`src/sfr_pkg.sv`:
```
// ----------------------------------------------------------------------------
// sfr_pkg: shared definitions for the stream find/replace block
// widths, register index codes and the pending buffer command struct
// ----------------------------------------------------------------------------
package sfr_pkg;

  localparam int DEF_MAX_PATTERN     = 8;
  localparam int DEF_MAX_REPLACEMENT = 8;

  localparam int BYTE_W   = 8;
  localparam int WORD_W   = 64;   // pattern and replacement words
  localparam int LEN_W    = 4;    // stored length registers
  localparam int BIDX_W   = 3;    // byte index into a 64-bit word
  localparam int CFG_IDX_W = 3;

  // configuration register indexes
  localparam logic [CFG_IDX_W-1:0] REG_PATTERN_BYTES      = 3'd0;
  localparam logic [CFG_IDX_W-1:0] REG_PATTERN_LENGTH     = 3'd1;
  localparam logic [CFG_IDX_W-1:0] REG_REPLACEMENT_BYTES  = 3'd2;
  localparam logic [CFG_IDX_W-1:0] REG_REPLACEMENT_LENGTH = 3'd3;

  // pending buffer commands, at most one set per cycle
  typedef struct packed {
    logic push;
    logic shift;
    logic clear;
  } pend_cmd_t;

endpackage

```
`src/sfr_prefix.sv`:
```
// ----------------------------------------------------------------------------
// sfr_prefix: prefix compare unit
// checks whether the pending bytes are a prefix of the pattern
// ----------------------------------------------------------------------------
module sfr_prefix #(
  parameter int MAX_PATTERN = sfr_pkg::DEF_MAX_PATTERN,
  parameter int CW          = $clog2(MAX_PATTERN + 1)
) (
  input  logic [MAX_PATTERN-1:0][sfr_pkg::BYTE_W-1:0] entries,
  input  logic [CW-1:0]                               count,
  input  logic [CW-1:0]                               plen,
  input  logic [sfr_pkg::WORD_W-1:0]                  pattern,
  output logic                                        is_prefix
);

  always_comb begin
    is_prefix = (count <= plen);
    for (int i = 0; i < MAX_PATTERN; i++) begin
      if ((CW'(i) < count) && (entries[i] != pattern[sfr_pkg::BYTE_W*i +: sfr_pkg::BYTE_W])) begin
        is_prefix = 1'b0;
      end
    end
  end

endmodule

```
`src/sfr_pend.sv`:
```
// ----------------------------------------------------------------------------
// sfr_pend: pending byte buffer
// holds bytes that may still start a match; push at the back, shift out the front
// ----------------------------------------------------------------------------
module sfr_pend #(
  parameter int MAX_PATTERN = sfr_pkg::DEF_MAX_PATTERN,
  parameter int CW          = $clog2(MAX_PATTERN + 1)
) (
  input  logic                                        clk,
  input  logic                                        rst_n,
  input  sfr_pkg::pend_cmd_t                          cmd,
  input  logic [sfr_pkg::BYTE_W-1:0]                  push_byte,
  output logic [CW-1:0]                               count,
  output logic [sfr_pkg::BYTE_W-1:0]                  front,
  output logic [MAX_PATTERN-1:0][sfr_pkg::BYTE_W-1:0] entries
);

  localparam int IW = (MAX_PATTERN > 1) ? $clog2(MAX_PATTERN) : 1;

  logic [MAX_PATTERN-1:0][sfr_pkg::BYTE_W-1:0] store_r, store_nxt;
  logic [CW-1:0]                               count_r, count_nxt;

  always_comb begin
    store_nxt = store_r;
    count_nxt = count_r;
    if (cmd.clear) begin
      count_nxt = '0;
    end else if (cmd.push) begin
      store_nxt[count_r[IW-1:0]] = push_byte;
      count_nxt = count_r + CW'(1);
    end else if (cmd.shift) begin
      for (int i = 0; i < MAX_PATTERN - 1; i++) begin
        store_nxt[i] = store_r[i+1];
      end
      count_nxt = count_r - CW'(1);
    end
  end

  always_ff @(posedge clk) begin
    store_r <= store_nxt;
  end

  always_ff @(posedge clk) begin
    if (!rst_n) begin
      count_r <= '0;
    end else begin
      count_r <= count_nxt;
    end
  end

  assign count   = count_r;
  assign front   = store_r[0];
  assign entries = store_r;

endmodule

```
`src/stream_find_replace.sv`:
```
// ----------------------------------------------------------------------------
// stream_find_replace: streaming find and replace on a byte stream
// replaces each leftmost non-overlapping occurrence of a pattern of up to
// MAX_PATTERN bytes with a replacement of up to MAX_REPLACEMENT bytes
// ----------------------------------------------------------------------------
//
//  channel | direction | handshake              | payload
//  --------+-----------+------------------------+----------------------------------
//  in_     | input     | in_valid / in_ready    | in_data_byte, in_end_of_text
//  out_    | output    | out_valid / out_ready  | out_byte, out_byte_present, out_last
//  cfg_    | input     | cfg_we (no wait)       | cfg_index, cfg_wdata
//
//  one input transaction causes 0..8 results with the default sizes; the
//    single output register moves at most one result per cycle
//  each scan cycle runs the single prefix compare once and drops at most one byte
//  reset: synchronous, active low; clears sequencer, pending count, config
//  stalls: the sequencer waits in place while the output register is held
//
module stream_find_replace #(
  parameter int MAX_PATTERN     = sfr_pkg::DEF_MAX_PATTERN,
  parameter int MAX_REPLACEMENT = sfr_pkg::DEF_MAX_REPLACEMENT
) (
  input  logic                            clk,
  input  logic                            rst_n,
  // input stream
  input  logic                            in_valid,
  output logic                            in_ready,
  input  logic [sfr_pkg::BYTE_W-1:0]      in_data_byte,
  input  logic                            in_end_of_text,
  // result stream
  output logic                            out_valid,
  input  logic                            out_ready,
  output logic [sfr_pkg::BYTE_W-1:0]      out_byte,
  output logic                            out_byte_present,
  output logic                            out_last,
  // configuration writes
  input  logic                            cfg_we,
  input  logic [sfr_pkg::CFG_IDX_W-1:0]   cfg_index,
  input  logic [sfr_pkg::WORD_W-1:0]      cfg_wdata
);

  localparam int CW  = $clog2(MAX_PATTERN + 1);
  localparam int RCW = $clog2(MAX_REPLACEMENT + 1);

  // sequencer states
  localparam logic [2:0] S_IDLE  = 3'd0;  // ready for the next byte
  localparam logic [2:0] S_PASS  = 3'd1;  // empty pattern, forward the byte
  localparam logic [2:0] S_SCAN  = 3'd2;  // drop front bytes until prefix again
  localparam logic [2:0] S_REPL  = 3'd3;  // send replacement bytes
  localparam logic [2:0] S_FLUSH = 3'd4;  // end of text, drain pending bytes
  localparam logic [2:0] S_BARE  = 3'd5;  // end of text with nothing to send

  // config registers
  logic [sfr_pkg::WORD_W-1:0] pattern_bytes_r;
  logic [sfr_pkg::LEN_W-1:0]  pattern_length_r;
  logic [sfr_pkg::WORD_W-1:0] replacement_bytes_r;
  logic [sfr_pkg::LEN_W-1:0]  replacement_length_r;

  // sequencer
  logic [2:0]                 state_r, state_nxt;
  logic [RCW-1:0]             ridx_r, ridx_nxt;
  logic [sfr_pkg::BYTE_W-1:0] byte_r;
  logic                       last_r;

  // output register
  logic                       out_valid_r;
  logic [sfr_pkg::BYTE_W-1:0] out_byte_r;
  logic                       out_present_r;
  logic                       out_last_r;

  // pending buffer and compare unit
  sfr_pkg::pend_cmd_t                          pend_cmd;
  logic [CW-1:0]                               pend_count;
  logic [sfr_pkg::BYTE_W-1:0]                  pend_front;
  logic [MAX_PATTERN-1:0][sfr_pkg::BYTE_W-1:0] pend_entries;
  logic                                        is_prefix;

  logic [CW-1:0]              plen_eff;
  logic [RCW-1:0]             rlen_eff;
  logic                       in_xact;
  logic                       out_free;
  logic                       emit;
  logic [sfr_pkg::BYTE_W-1:0] emit_byte;
  logic                       emit_present;
  logic                       emit_last;
  logic [sfr_pkg::BYTE_W-1:0] repl_byte;

  // oversized lengths act as the maximum
  assign plen_eff = (pattern_length_r > sfr_pkg::LEN_W'(MAX_PATTERN)) ?
                    CW'(MAX_PATTERN) : CW'(pattern_length_r);
  assign rlen_eff = (replacement_length_r > sfr_pkg::LEN_W'(MAX_REPLACEMENT)) ?
                    RCW'(MAX_REPLACEMENT) : RCW'(replacement_length_r);

  assign in_ready = (state_r == S_IDLE);
  assign in_xact  = in_valid && in_ready;
  assign out_free = !out_valid_r || out_ready;

  assign repl_byte = replacement_bytes_r[sfr_pkg::BYTE_W*sfr_pkg::BIDX_W'(ridx_r) +:
                                         sfr_pkg::BYTE_W];

  // config writes; the pattern is frozen while a partial match is pending
  always_ff @(posedge clk) begin
    if (!rst_n) begin
      pattern_bytes_r      <= '0;
      pattern_length_r     <= '0;
      replacement_bytes_r  <= '0;
      replacement_length_r <= '0;
    end else if (cfg_we) begin
      case (cfg_index)
        sfr_pkg::REG_PATTERN_BYTES: begin
          if (pend_count == '0) pattern_bytes_r <= cfg_wdata;
        end
        sfr_pkg::REG_PATTERN_LENGTH: begin
          if (pend_count == '0) pattern_length_r <= cfg_wdata[sfr_pkg::LEN_W-1:0];
        end
        sfr_pkg::REG_REPLACEMENT_BYTES: begin
          replacement_bytes_r <= cfg_wdata;
        end
        sfr_pkg::REG_REPLACEMENT_LENGTH: begin
          replacement_length_r <= cfg_wdata[sfr_pkg::LEN_W-1:0];
        end
        default: begin
        end
      endcase
    end
  end

  // sequencer: one emitted byte or one decision per cycle unless output is held
  always_comb begin
    state_nxt    = state_r;
    ridx_nxt     = ridx_r;
    pend_cmd     = '0;
    emit         = 1'b0;
    emit_byte    = '0;
    emit_present = 1'b1;
    emit_last    = 1'b0;
    case (state_r)
      S_IDLE: begin
        if (in_xact) begin
          if (plen_eff == '0) begin
            state_nxt = S_PASS;
          end else begin
            pend_cmd.push = 1'b1;
            state_nxt     = S_SCAN;
          end
        end
      end
      S_PASS: begin
        if (out_free) begin
          emit      = 1'b1;
          emit_byte = byte_r;
          emit_last = last_r;
          state_nxt = S_IDLE;
        end
      end
      S_SCAN: begin
        if ((pend_count != '0) && !is_prefix) begin
          // front byte can no longer start a match, send it on
          if (out_free) begin
            emit           = 1'b1;
            emit_byte      = pend_front;
            emit_last      = last_r && (pend_count == CW'(1));
            pend_cmd.shift = 1'b1;
          end
        end else if (pend_count == plen_eff) begin
          // whole pattern seen
          pend_cmd.clear = 1'b1;
          ridx_nxt       = '0;
          if (rlen_eff != '0) begin
            state_nxt = S_REPL;
          end else if (last_r) begin
            state_nxt = S_BARE;
          end else begin
            state_nxt = S_IDLE;
          end
        end else if (last_r && (pend_count != '0)) begin
          state_nxt = S_FLUSH;
        end else begin
          state_nxt = S_IDLE;
        end
      end
      S_REPL: begin
        if (out_free) begin
          emit      = 1'b1;
          emit_byte = repl_byte;
          emit_last = last_r && (ridx_r == rlen_eff - RCW'(1));
          ridx_nxt  = ridx_r + RCW'(1);
          if (ridx_r == rlen_eff - RCW'(1)) begin
            state_nxt = S_IDLE;
          end
        end
      end
      S_FLUSH: begin
        if (out_free) begin
          emit           = 1'b1;
          emit_byte      = pend_front;
          emit_last      = (pend_count == CW'(1));
          pend_cmd.shift = 1'b1;
          if (pend_count == CW'(1)) begin
            state_nxt = S_IDLE;
          end
        end
      end
      S_BARE: begin
        if (out_free) begin
          emit         = 1'b1;
          emit_present = 1'b0;
          emit_last    = 1'b1;
          state_nxt    = S_IDLE;
        end
      end
      default: begin
        state_nxt = S_IDLE;
      end
    endcase
  end

  always_ff @(posedge clk) begin
    if (!rst_n) begin
      state_r <= S_IDLE;
      ridx_r  <= '0;
    end else begin
      state_r <= state_nxt;
      ridx_r  <= ridx_nxt;
    end
  end

  // captured input transaction
  always_ff @(posedge clk) begin
    if (in_xact) begin
      byte_r <= in_data_byte;
      last_r <= in_end_of_text;
    end
  end

  // output register, loaded only when free or being drained
  always_ff @(posedge clk) begin
    if (!rst_n) begin
      out_valid_r <= 1'b0;
    end else if (emit) begin
      out_valid_r <= 1'b1;
    end else if (out_ready) begin
      out_valid_r <= 1'b0;
    end
  end

  always_ff @(posedge clk) begin
    if (emit) begin
      out_byte_r    <= emit_byte;
      out_present_r <= emit_present;
      out_last_r    <= emit_last;
    end
  end

  assign out_valid        = out_valid_r;
  assign out_byte         = out_byte_r;
  assign out_byte_present = out_present_r;
  assign out_last         = out_last_r;

  sfr_pend #(
    .MAX_PATTERN (MAX_PATTERN),
    .CW          (CW)
  ) u_pend (
    .clk       (clk),
    .rst_n     (rst_n),
    .cmd       (pend_cmd),
    .push_byte (in_data_byte),
    .count     (pend_count),
    .front     (pend_front),
    .entries   (pend_entries)
  );

  sfr_prefix #(
    .MAX_PATTERN (MAX_PATTERN),
    .CW          (CW)
  ) u_prefix (
    .entries   (pend_entries),
    .count     (pend_count),
    .plen      (plen_eff),
    .pattern   (pattern_bytes_r),
    .is_prefix (is_prefix)
  );

`ifndef SYNTHESIS
  // between transactions a partial match is always shorter than the pattern
  a_idle_partial: assert property (@(posedge clk) disable iff (!rst_n)
    (state_r == S_IDLE) |-> ((pend_count == '0) || (pend_count < plen_eff)))
    else $error("pending count not below pattern length while idle");

  // a byte with a non-empty pattern always goes to the scan step
  a_accept_scan: assert property (@(posedge clk) disable iff (!rst_n)
    (in_xact && (plen_eff != '0)) |=> (state_r == S_SCAN))
    else $error("accepted byte did not enter scan");

  // the buffer is empty while the replacement is sent
  a_repl_empty: assert property (@(posedge clk) disable iff (!rst_n)
    (state_r == S_REPL) |-> (pend_count == '0))
    else $error("pending bytes left during replacement");

  // a bare result only ever marks the end of the text
  a_bare_last: assert property (@(posedge clk) disable iff (!rst_n)
    (out_valid_r && !out_present_r) |-> out_last_r)
    else $error("bare result without end marker");
`endif

endmodule

```
`config.mk`:
```
export PLATFORM = sky130hd
export DESIGN_NAME = stream_find_replace
export DESIGN_NICKNAME = d
export VERILOG_FILES = /design/src/sfr_pkg.sv /design/src/sfr_prefix.sv /design/src/sfr_pend.sv /design/src/stream_find_replace.sv
export SDC_FILE = /design/constraint.sdc
export NUM_CORES = 1
export LEC_CHECK = 0
export BUFFER_PORTS_ARGS = -buffer_cell sky130_fd_sc_hd__buf_2
export CAP_MARGIN = 20
export CORE_ASPECT_RATIO = 1.4
export CORE_UTILIZATION = 60
export DETAILED_ROUTE_END_ITERATION = 10
export PLACE_DENSITY = 0.78
export REMOVE_ABC_BUFFERS = 1
export SYNTH_ARGS = -nofsm -noshare
export SYNTH_HDL_FRONTEND = slang
export SYNTH_SLANG_ARGS = --single-unit
```
`constraint.sdc`:
```
create_clock -name clk -period 3.6 [get_ports clk]
set_input_delay 0.18 -clock clk [delete_from_list [all_inputs] [get_ports clk]]
set_output_delay 0.18 -clock clk [all_outputs]
set_load 0.02 [all_outputs]
```
After elaboration in Yosys (flattened, before gate mapping)
Index checks and enable logic that the tools add are counted.
W data, S select, Z words.
Word-level totals
  flip-flop bits (word level): 231
  output and inout bits: 12
  word-level logic and storage cells: 163
Operators by class
  $add $sub $neg: 4
  magnitude comparators: 13
  eq/ne operators: 27
  shifts and indexed selects: 1
  multiplexer cells: 58
  bitwise logic cells: 2
  reduce and logical (&&, ||, !) cells: 37
Operators with widths (count)
  $mux W56: 2
  $bwmux W64: 1
  $ne A8 B8 Y1: 8
  $shiftx A64 B7 Y8: 1
  $mux W8: 5
  $mux W3: 11
  $pmux W8 S4: 1
  $mux W4: 7
  $demux W8 S3: 1
  $mux W1: 24
  $lt A3 B4 Y1 const A: 4
  $pmux W3 S5: 1
  $logic_and A1 B1 Y1: 14
  $eq A3 B2 Y1 const B: 4
  $ne A2 B2 Y1 const B: 6
  $add A4 B1 Y4 const B: 2
  $eq A4 B4 Y1: 2
  $gt A4 B4 Y1 const B: 2
  $logic_not A4 Y1: 2
  $lt A1 B4 Y1 const A: 2
  $lt A2 B4 Y1 const A: 2
  $pmux W4 S2: 1
  $reduce_and A2 Y1: 4
  $reduce_bool A4 Y1: 2
  other kinds (21): 33

Logic depth before layout (Yosys ltp)
  depth after elaboration: 17
  depth in mapped cells: 12
  depth with buffers taken out: 11

Cells and area by module
A second synthesis with hierarchy kept.
Second synthesis, totals
  cell total of the unflattened synthesis: 1087
  area, all modules: 10909.2 µm²
By module, submodules not included
  stream_find_replace: instances 1, cells an instance 770, area each 7044.3 µm²
  sfr_pend: instances 1, cells an instance 206, area each 3007.9 µm²
  sfr_prefix: instances 1, cells an instance 111, area each 857.1 µm²

Least setup slack after synthesis
No wires, ideal clock.
  path kind: flip-flop to flip-flop
  start: reg u_pend.count_r[0], in the netlist u_pend.count[0]
  end: reg u_pend.store_r (netlist bit u_pend.entries[10]), enable pin
  library setup time: 0.297 ns
  data arrival time: 2.974 ns
  slack: 0.329 ns
  cell stages (with the launch flop): 12
  clock period less this slack: 3.271 ns
  path through: dfxtp_1 > clkinv_1 > ha_1 > nand4_1 > o21ai_0 > a21oi_1 > or4_4 > o41ai_4 > a31o_1 > buf_2 > buf_2 > nand2_1
Between the ends
  word-level cells in the longest chain between the ends: 16
  elaborated cells between the ends (all ways): 37
  classes of those cells: order compare: 9; eq/ne: 1; mux: 13; bitwise: 1; reduce/logical: 13
Ends and longest elaborated chain
  from (decl): line sfr_pend.sv:21  | logic [CW-1:0] count_r, count_nxt;
  from (signal assigned): line sfr_pend.sv:47  | count_r <= count_nxt;
  $lt A1 B4 Y1: line sfr_prefix.sv:19  | if ((CW'(i) < count) && (entries[i] != pattern[sfr_pkg::BYTE_W*i +: sfr_pkg::BYTE_W])) begin
  $logic_and A1 B1 Y1: line sfr_prefix.sv:19
  $mux W1 (8 in a row): line sfr_prefix.sv:19
  $logic_not A1 Y1: line stream_find_replace.sv:157  | if ((pend_count != '0) && !is_prefix) begin
  $logic_and A1 B1 Y1: line stream_find_replace.sv:157
  $mux W1: line stream_find_replace.sv:157
  $pmux W1 S2 / $mux W1 (equally long branches): line stream_find_replace.sv:137  | case (state_r)
  $reduce_bool A2 Y1 (no source line) / $not A1 Y1 (equally long branches)
  $reduce_and A2 Y1 (no source line) *
  to (signal assigned): line sfr_pend.sv:40  | store_r <= store_nxt;
  to (decl): line sfr_pend.sv:20  | logic [MAX_PATTERN-1:0][sfr_pkg::BYTE_W-1:0] store_r, store_nxt;
Mark *: on every way between the ends. The rest lies on a longest branch, timed or not.
A chain may end at the register's enable or synchronous reset.

Worst setup path after layout
  start: reg u_pend.count_r[0], in the netlist u_pend.count[0]
  end: reg u_pend.store_r (netlist bit u_pend.front[5]), enable pin
Same word-level chain as after synthesis.

==> qor.txt <==
Leakage = 4.73 nW
cells after synthesis = 1183
Post-synth EDFFs = 83
Setup crit end kind = register
Clock Root Buffer = clkbuf_16
unrepaired setup endpoints after global routing = false
first-pass GRT wire length = 46.4 mm
DIE HEIGHT = 158 um
number of remaining DRC errors = 0
fin. max-slew vios = 0
DR WL/cell = 19.2 um
die width = 114 um
Post-Route Setup TNS = 0 ns
Final Non-Filler Cells = 1568
asr flop ratio synth = 0%
post-route minimum period = 3.25 ns
global-route usage over all layers = 34.1%
TritonCTS clock tree = done
skew final = 0.0153 ns
synthesized-area fraction occupied by adder cells = 1.07%
number of global-route vias before repair = 8992
GP Congestion = 0.930
HP Class = input port to register
routed wire length = 30.2 mm
CTS max path bufs = 3
DP Worst Slack = 0.210 ns
post-synthesis mux area share = 5.26%
Synthesis Warnings = 0
CP arrival = 3.45 ns
IO Port Bufs = 92
Sink Count = 231
simple logic cell fraction of the synthesized area = 22.2%
final worst setup slack = 0.355 ns
outcome = complete, no violations
crit path max fanout = 11
largest vdd supply drop = 0.442 mV
FP Rows = 56
fmax = 308 MHz
Final Net Count = 1409
global route total overflow = 0
Pre-antenna DRT Iters = 5
largest family of logic cells by synthesized area = simple AND/OR/NAND/NOR gates
Avg Cell Area, Syn = 8.87 um^2
CTS Buf Count = 23
Setup CP Type = register to register
final period utilization = 90.1%
hpwl dp = 20.2 mm
Initial Util = 61.9%
top post-synthesis cells by count = nand2_1, dfxtp_1, a21oi_1
R2R setup slack = 0.35 ns
antenna viol nets, final = 0
Ports = 93
Synth Cell Area = 10500 um^2
H-tree Lvls = 1
Power Density = 544 nW/um^2
layout cells sized above 1 = 13.5%
xor/xnor cell area share of the yosys netlist = 5.93%
Antenna diodes = 0
Synth area leader = dfxtp_1
dpl cells = 1460
initial antenna violation count = 0
routed vias/inst = 5.85
Core ar. = 17000 um^2
hold endpoint = byte_r[3]$_DFFE_PP_
HP Start = in_data_byte[3]
CP required = 3.80 ns
worst-skew pair later-pin latency = 0.52 ns
top post-synthesis cells by area = dfxtp_1, edfxtp_1, nand2_1
area grow syn2layout = 19.9%
CP Launch Type = register
Fin. Hold Viols = 0
max-cap violations = 0
post-synth top area share = 28.2%
worst flop-to-flop path startpoint = u_pend.count[0]$_SDFFE_PP0P_
slew of the pin with the lowest slew margin = 0.976 ns
synth unique cells = 55
worst rel slew slack = 34.9%
sequential share of the synthesized area = 52.0%
Worst-path clk slew = 0.07 ns
die area = 18000 um^2
R2R cell count = 10
post-CTS setup buffer count = 0
synthesized flop and latch total = 231
most common cell in the netlist = nand2_1
compound-gate portion of the synthesized area = 10.3%
Final setup viols = 0
1st-iter DRT viols = 781
Vias = 9175
hold depth = 1
Post-synth top flop = dfxtp_1
largest net degree at the start of global routing = 71
RR Endpoint = u_pend.front[5]$_DFFE_PP_
==> how the worst max path moves through the flow <==
| stage | start | end | cells after the start |
|---|---|---|---|
| floorplan | cfg_index[0] | replacement_bytes_r[0]$_SDFFE_PN0P_ | 3 |
| global placement | u_pend.count[0]$_SDFFE_PP0P_ | u_pend.entries[17]$_DFFE_PP_ | 10 |
| detailed placement | u_pend.count[0]$_SDFFE_PP0P_ | out_byte[5]$_SDFFCE_PN0P_ | 9 |
| CTS | u_pend.count[0]$_SDFFE_PP0P_ | out_byte[5]$_SDFFCE_PN0P_ | 9 |
| global route | pattern_length_r[3]$_SDFFE_PN0P_ | u_pend.entries[54]$_DFFE_PP_ | 11 |
| finish | u_pend.count[0]$_SDFFE_PP0P_ | u_pend.front[5]$_DFFE_PP_ | 10 |
==> final cells by class <==
cell class,count,area (um^2)
Sequential cell,231,5460
Multi-Input combinational cell,862,4720
Fill cell,1269,4370
Timing Repair Buffer,181,1310
Clock buffer,33,653
Tap cell,232,290
Clock inverter,9,85.1
Inverter,20,77.6
==> worst max-delay path, stage by stage, from the launching register on <==
cell	delay, ns
dfxtp_1	0.45
inv_2	0.12
ha_1	0.30
nand4_1	0.10
o21ai_0	0.09
a21oi_1	0.06
or4_4	0.58
o41ai_4	0.52
a31o_1	0.26
buf_4	0.21
nand2_1	0.23
==> placed cells by master, fill, tap and decap left out, drive strengths merged, types with 2 or more instances in the layout <==
cell type      n
a2111oi        4
a211oi         2
a21oi        144
a31oi          4
and3           5
buf          115
clkbuf        33
clkinv         5
dfxtp        148
dlygate4sd3   66
edfxtp        83
ha             9
inv           22
mux2i         18
mux4          16
nand2        409
nand2b         4
nand3         62
nand4         15
nor2          28
nor2b          5
nor3          10
nor4           8
o211ai         2
o21ai         10
o221ai         8
o22ai          2
or2            2
or3            3
or4            2
xnor2         52
xor2          19
==> registers in the layout, summed over array words and instances (netlist names) <==
register,flops
u_pend.count,4
out_last,1
out_byte_present,1
pattern_length_r,4
byte_r,8
replacement_length_r,4
last_r,1
out_byte,8
ridx_r,4
pattern_bytes_r,64
u_pend.front,8
out_valid,1
u_pend.entries,56
replacement_bytes_r,64
state_r,3
==> logic make-up after synthesis <==
logic type / count (synthesis)
buffers and inverters: 90
flip-flops: 231
adder cells (fa/ha/maj): 9
AO/OA/AOI/OAI: 189
multiplexers: 35
XOR/XNOR: 71
AND/OR/NAND/NOR: 558
==> layer usage <==
layer / vias to the layer above / part of all wire (%) / GRT usage [%]
met5: - / 0 / 0
li1: 4321 / - / -
met1: 4353 / 36 / 37.0
met3: 98 / 6.8 / 4.61
met4: 0 / 5.9 / 21.1
met2: 403 / 52 / 62.8
==> stage by stage <==
step / total power [mW] / cell area, um^2 / hold slack, ns / utilization [%]
2_1_floorplan: 3.98 / 10200 / 0.279 / -
3_3_place_gp: 4.45 / 11200 / 0.357 / 66.0
3_5_place_dp: 4.48 / 11200 / 0.366 / 66.0
4_1_cts: 6.85 / 12600 / 0.0326 / 74.2
5_1_grt: 7.11 / 12600 / 0.0365 / 74.2
6_report: 6.85 / 12600 / 0.0478 / 74.2
==> report_power, final <==
| group | internal (mW) | total, mW | leakage (nW) | switching, mW |
|---|---|---|---|---|
| Combinational | 0.512 | 1.38 | 2.42 | 0.866 |
| Sequential | 2.97 | 3.13 | 1.95 | 0.160 |
| Clock | 1.34 | 2.34 | 0.363 | 1.00 |
| Total | 4.82 | 6.85 | 4.73 | 2.03 |
==> timing repair <==
action / 4_1_cts / 5_1_grt
setup endpoints to repair: 0 / 39
endpoints found under the hold margin: 133 / 0
hold buffers: 66 / 0
gates resized for setup: 0 / 2
No activity file was read; power rests on OpenSTA's default activity.
